==> src/sv/tsnb_pkg.sv <==
package tsnb_pkg;

  localparam logic ACT_LOAD   = 1'b0;
  localparam logic ACT_SAMPLE = 1'b1;

  localparam logic [1:0] REG_WIDTH  = 2'd0;
  localparam logic [1:0] REG_HEIGHT = 2'd1;
  localparam logic [1:0] REG_CHAN   = 2'd2;
  localparam logic [1:0] REG_FILTER = 2'd3;

  localparam logic [2:0] CC_GRAY  = 3'd1;
  localparam logic [2:0] CC_GRAYA = 3'd2;
  localparam logic [2:0] CC_RGB   = 3'd3;
  localparam logic [2:0] CC_RGBA  = 3'd4;

  localparam logic FILT_NEAREST = 1'b0;

  localparam int ADDR_W = 16;
  localparam int CH_W   = 10;   // channel in units of 1/512
  localparam int OUT_W  = 17;

  typedef logic [CH_W-1:0] chan_t;

  typedef struct packed {
    logic              ok;
    logic [3:0][CH_W-1:0] ch;
  } texel_t;

  typedef struct packed {
    logic valid;
    logic sample;
  } ctl_t;

  function automatic chan_t byte_val(input logic [7:0] b);
    byte_val = {1'b0, b, 1'b1};
  endfunction

  function automatic texel_t expand(input logic [31:0] raw, input logic [2:0] cc);
    texel_t t;
    t.ok = 1'b1;
    t.ch = '0;
    case (cc)
      CC_GRAY: begin
        t.ch[0] = byte_val(raw[7:0]); t.ch[1] = t.ch[0]; t.ch[2] = t.ch[0];
        t.ch[3] = chan_t'(512);
      end
      CC_GRAYA: begin
        t.ch[0] = byte_val(raw[7:0]); t.ch[1] = t.ch[0]; t.ch[2] = t.ch[0];
        t.ch[3] = byte_val(raw[15:8]);
      end
      CC_RGB: begin
        t.ch[0] = byte_val(raw[7:0]); t.ch[1] = byte_val(raw[15:8]);
        t.ch[2] = byte_val(raw[23:16]); t.ch[3] = chan_t'(512);
      end
      CC_RGBA: begin
        t.ch[0] = byte_val(raw[7:0]); t.ch[1] = byte_val(raw[15:8]);
        t.ch[2] = byte_val(raw[23:16]); t.ch[3] = byte_val(raw[31:24]);
      end
      default: t.ok = 1'b0;
    endcase
    expand = t;
  endfunction

endpackage

==> src/sv/tsnb_coord.sv <==
module tsnb_coord #(
  parameter int F  = 16,
  parameter int WB = 9,
  parameter int HB = 9
) (
  input  logic                      clk,
  input  logic                      rst,
  input  logic                      en,
  input  tsnb_pkg::ctl_t            ctl_in,
  input  logic [15:0]               texel_index,
  input  logic [31:0]               raw_in,
  input  logic [15:0]               u_frac,
  input  logic [15:0]               v_frac,
  input  logic [WB-1:0]             w,
  input  logic [HB-1:0]             h,
  output tsnb_pkg::ctl_t            ctl_out,
  output logic [3:0][15:0]          addr,
  output logic [31:0]               raw_out,
  output logic [F-1:0]              c1_out,
  output logic [F-1:0]              c2_out
);
  import tsnb_pkg::*;

  ctl_t ctl1, ctl2, ctl3;
  logic [15:0] idx1, idx2, idx3;
  logic [31:0] raw1, raw2, raw3;
  logic [F+WB-1:0] up1;
  logic [F+HB-1:0] vp1;
  logic [WB-1:0] a2, a1_2, a3, a1_3;
  logic [HB-1:0] b2, b1_2;
  logic [F-1:0] c1_2, c2_2, c1_3, c2_3;
  logic [15:0] rb3, rb1_3;

  logic [WB-1:0] a_n, a1_n;
  logic [HB-1:0] b_n, b1_n, vi;

  always_comb begin
    a_n  = up1[F+WB-1:F];
    vi   = vp1[F+HB-1:F];
    b_n  = h - HB'(1) - vi;
    a1_n = ((WB+1)'(a_n) + (WB+1)'(1) >= (WB+1)'(w)) ? '0 : a_n + WB'(1);
    b1_n = (b_n == '0) ? h - HB'(1) : b_n - HB'(1);
  end

  always_ff @(posedge clk) begin
    if (rst) begin
      ctl1 <= '0; ctl2 <= '0; ctl3 <= '0; ctl_out <= '0;
    end else if (en) begin
      ctl1 <= ctl_in; ctl2 <= ctl1; ctl3 <= ctl2; ctl_out <= ctl3;
    end
  end

  always_ff @(posedge clk) begin
    if (en) begin
      idx1 <= texel_index;
      raw1 <= raw_in;
      up1  <= (F+WB)'(F'(u_frac)) * (F+WB)'(w);
      vp1  <= (F+HB)'(F'(v_frac)) * (F+HB)'(h);
      idx2 <= idx1; raw2 <= raw1;
      a2 <= a_n; a1_2 <= a1_n; b2 <= b_n; b1_2 <= b1_n;
      c1_2 <= up1[F-1:0]; c2_2 <= vp1[F-1:0];
      idx3 <= idx2; raw3 <= raw2;
      a3 <= a2; a1_3 <= a1_2; c1_3 <= c1_2; c2_3 <= c2_2;
      rb3   <= 16'((HB+WB)'(b2) * (HB+WB)'(w));
      rb1_3 <= 16'((HB+WB)'(b1_2) * (HB+WB)'(w));
      addr[0] <= ctl3.sample ? rb3 + 16'(a3) : idx3;
      addr[1] <= rb3 + 16'(a1_3);
      addr[2] <= rb1_3 + 16'(a3);
      addr[3] <= rb1_3 + 16'(a1_3);
      raw_out <= raw3;
      c1_out <= c1_3;
      c2_out <= c2_3;
    end
  end

endmodule

==> config.mk <==
export PLATFORM = sky130hd
export DESIGN_NAME = tsnb_coord
export DESIGN_NICKNAME = d
export VERILOG_FILES = /design/src/sv/tsnb_pkg.sv /design/src/sv/tsnb_coord.sv
export SDC_FILE = /design/constraint.sdc
export NUM_CORES = 1
export LEC_CHECK = 0
export ABC_AREA = 1
export BUFFER_PORTS_ARGS = -buffer_cell sky130_fd_sc_hd__buf_2
export CAP_MARGIN = 5
export CORE_ASPECT_RATIO = 1.25
export CORE_MARGIN = 2
export CORE_UTILIZATION = 60
export CTS_CLUSTER_SIZE = 14
export DETAILED_ROUTE_END_ITERATION = 8
export PLACE_DENSITY = 0.78
export RECOVER_POWER = 50
export SYNTH_ARGS = -nofsm -noshare
export SYNTH_HDL_FRONTEND = slang
export SYNTH_SLANG_ARGS = --single-unit
==> constraint.sdc <==
create_clock -name clk -period 11.36 [get_ports clk]
set_input_delay 2.272 -clock clk [delete_from_list [all_inputs] [get_ports clk]]
set_output_delay 2.272 -clock clk [all_outputs]
set_load 0.01 [all_outputs]
==> results <==
- The worst-path cell with the longest stage delay is sky130_fd_sc_hd__clkbuf_1.
- The flow ran to the end, but the final reports show violations.
- The post-synth design cell area is between 0.03 and 0.04 sq mm.
- The maximum number of pins on one net before global-route repair is ~160.
- In this run the number of H-tree levels came out at 2.
- The headroom to the max-slew limit is -321.4%.
- Detailed routing inserted a total of 21440 vias.
- The total count of hold-check failures in the final report is 0.
- The final clock period utilization by the worst path is between 60% and 70%.
- The fraction of layout cells with a size suffix above 1 is 7.793%.
- Synthesis produced a netlist with a net count of roughly 3800.
- The number of placement rows is 95.
- The buffering stage count on the worst path with inverters included is 2.
- The max-slew violation count came to roughly 160.
- Measured along the y axis, the die boundary spans about 260 microns.
- The design draws ~12 mW.
- In this run the worst path has a maximum fanout of ~120.
- The clock insertion delay at the later pin of the skew report is around 0.6 ns.
- The clock net in this run drives a total of 480 sinks.
- The via count of the first global-routing pass is ~21000.
- The post-synthesis register bit count is between 400 and 500.
- In this design, the stage delay of the slowest critical-path cell is 4.34 ns.
- For this design the top-level I/O count stands at ~230.
- Among all flip-flop cells after synthesis, the most frequent one is sky130_fd_sc_hd__edfxtp_1.
- The number of enable flip-flop cells after synthesis is 472.
- The worst setup path is captured at a register.
- The achievable clock frequency is approximately 130 MHz.
- The clock transition at the register clock pins on the worst setup and hold paths after CTS is about 0.06 ns.
- The via density per instance is approximately 5.1.
- The type of origin of the critical path is an input pin.
- The core region is approximately 0.054 sq mm.
- The net count of the finished layout is 4018.
- The critical path goes through clkbuf_1 -> buf_4.
- The first detailed-routing pass took 6 iterations.
- The most common cell after layout, fill and taps aside is sky130_fd_sc_hd__nand2_1.
- The CTS tree is yes.
- Counting the buffers created by CTS gives 47.
- The count of buffers added on input and output ports is about 230.
- The number of antenna violations at the first check in global routing came to 10.
- After synthesis, the share of flip-flops with an asynchronous set or reset is 0%.
- After the flow finishes, the layout carries non-filler instances totaling between 4000 and 5000.
- Once the floorplan was initialized, standard cells occupied between 60% and 70% of the core.
- The cell family contributing the most delay on the critical path is buffers and inverters.
- The first-iteration detailed-routing DRC count is 1463.
- Post-CTS timing repair inserted 0 buffers for setup.
- The floorplan step set the die width to roughly 210 microns.
- A synthesized cell averages ~10 sq um.
- The count of mapped cells out of synthesis is around 3200.
- In this run, distinct cell masters in the synthesized netlist total 43.
- The tightest min-delay check is of the register to register type.
- The detail route stage leaves a number of antenna-violating nets equal to 0.
- The congestion estimate from routability-driven global placement came to 0.9297.
- In the layout the commonest cells are sky130_fd_sc_hd__nand2_1 (788), sky130_fd_sc_hd__inv_1 (760), sky130_fd_sc_hd__edfxtp_1 (472).
- The first global-routing pass estimated 102800 microns of wire.
- For this run the aggregate overflow at the end of global routing stands at 0.
- Detailed placement finished with a half-perimeter wire length of ~49000 microns.
- The cts-stage hold buffer count is 0.
- In the routed design, unresolved DRC markers number 0.
- Across the run, the number of max-cap violations was 2.
- The count of instances resized after the clock tree is built is 0.
- The share of the yosys chip area belonging to registers is ~44%.
- The actual slew at the worst max-slew pin is roughly 6.3 ns.
- From synthesis to final layout, the design area changed by 9.594%.
- Setup violations remaining at the end of the flow were counted as 0.
- The final layout contains routed wiring with a total length of approximately 63000 microns.
- Setup repair after global routing left no endpoint under its margin.
- Fill cells in the final layout number between 4000 and 5000.
- The power density over the cells is approximately 320 mW/mm^2.
- The sum of negative setup slack is 0 ns.
- The Yosys step of the flow raised 0 warnings.
- Across the whole layout, storage elements account for between 0.01 and 0.015 sq mm.
- The type of the worst setup path is input pin to register.
- The tree is rooted in a sky130_fd_sc_hd__clkbuf_16.
- In the final layout, the multi-input gates occupy roughly 0.015 sq mm.
- The routed design could run at a clock period as short as approximately 7.7 ns.
- The largest voltage drop on the vdd net is ~320 uV.
- Across every metal layer, demand over resource in global routing totals ~23%.
- The die footprint is around 0.056 sq mm.
- The final reports fail on capacitance limit, slew limit.
- On the final layout, the worst clock skew is between 0.02 and 0.025 ns.
- At the worst endpoint, the required time is roughly 12 ns.
- The data arrival at the endpoint of the critical path is a little under 8 ns.
- The maximum number of buffers from clock root to sink is 3.
- The number of instances in the placed design is 4084.
- In this run the static leakage power is about 18 nW.
- The mean routed wirelength per cell is between 15 and 20 microns.
## layout make-up
cell class,instances,area share (%)
well taps,727,2.540
inverters,764,8.006
repair buffers,237,3.224
clock inverters,22,0.7091
diodes,3,0.02096
flip-flops and latches,480,40.02
clock buffers,60,3.535
multi-input cells,1876,41.95
## state kept, by name (all words and copies together), names as in the netlist, 16 cells and up
name,cells
addr,64
c1_2,16
c1_3,16
c1_out,16
c2_2,16
c2_3,16
c2_out,16
idx1,16
idx2,16
idx3,16
raw1,32
raw2,32
raw3,32
raw_out,32
rb1_3,16
rb3,16
up1,25
vp1,25
## cell usage after synthesis (all sizes together), types with 19 or more instances
cell    instances  share of area (%)
o21ai          63               0.98
clkbuf         94                1.1
inv           763                8.8
nand2         794                9.2
edfxtp        472                 43
buf            19               0.32
xor2           87                2.3
fa            301                 18
nand3          96                1.5
ha            208                8.0
a21oi          91                1.4
nor2          107                1.3
xnor2          31               0.83
## power breakdown
part / internal [mW] / switching (mW)
sequential: 2.81 / 0.276
combinational: 2.67 / 4.26
clock: 0.867 / 0.653
total: 6.35 / 5.19
## per-layer routing
layer | GRT usage (%) | vias up | wire, microns
li1 | - | 10350 | -
met1 | 27.63 | 10370 | 24720
met2 | 41.52 | 547 | 33270
met3 | 3.566 | 157 | 3190
met4 | 8.732 | 16 | 2167
met5 | 0 | - | 95
## metrics by stage
step	area (sq um)	hold slack [ns]	util [%]	setup slack, ns
final	35820	0.4076	66.52	3.636
after global routing	35810	0.3994	66.51	3.046
after CTS	35890	0.4017	66.65	5.021
after detailed placement	34370	0.4045	63.83	4.414
after global placement	34370	0.4002	63.83	4.415
after floorplan	32680	0.4003	-	4.790
## path summary, 6_finish.rpt
path | startpoint | slack [ns] | end | cells past startpoint
min | up1[14] | 0.41 | c1_2[14] | 0
max reg2reg | b1_2[2] | 6.83 | rb1_3[13] | 16
min reg2reg | up1[14] | 0.41 | c1_2[14] | 0
max | en | 3.64 | raw_out[24] | 2
## kinds of logic (layout without fill, tap and decap cells)
group	count (synthesis)	in the layout	share of synthesized area (%)
compound gates	207	207	3.599
xor+xnor	118	118	3.162
fa+ha+maj	509	509	26.40
buf+inv	877	1083	10.17
flops	480	480	43.86
other cells	0	3	0
simple gates	1042	1042	12.81
Power figures use the tool's default switching activity.
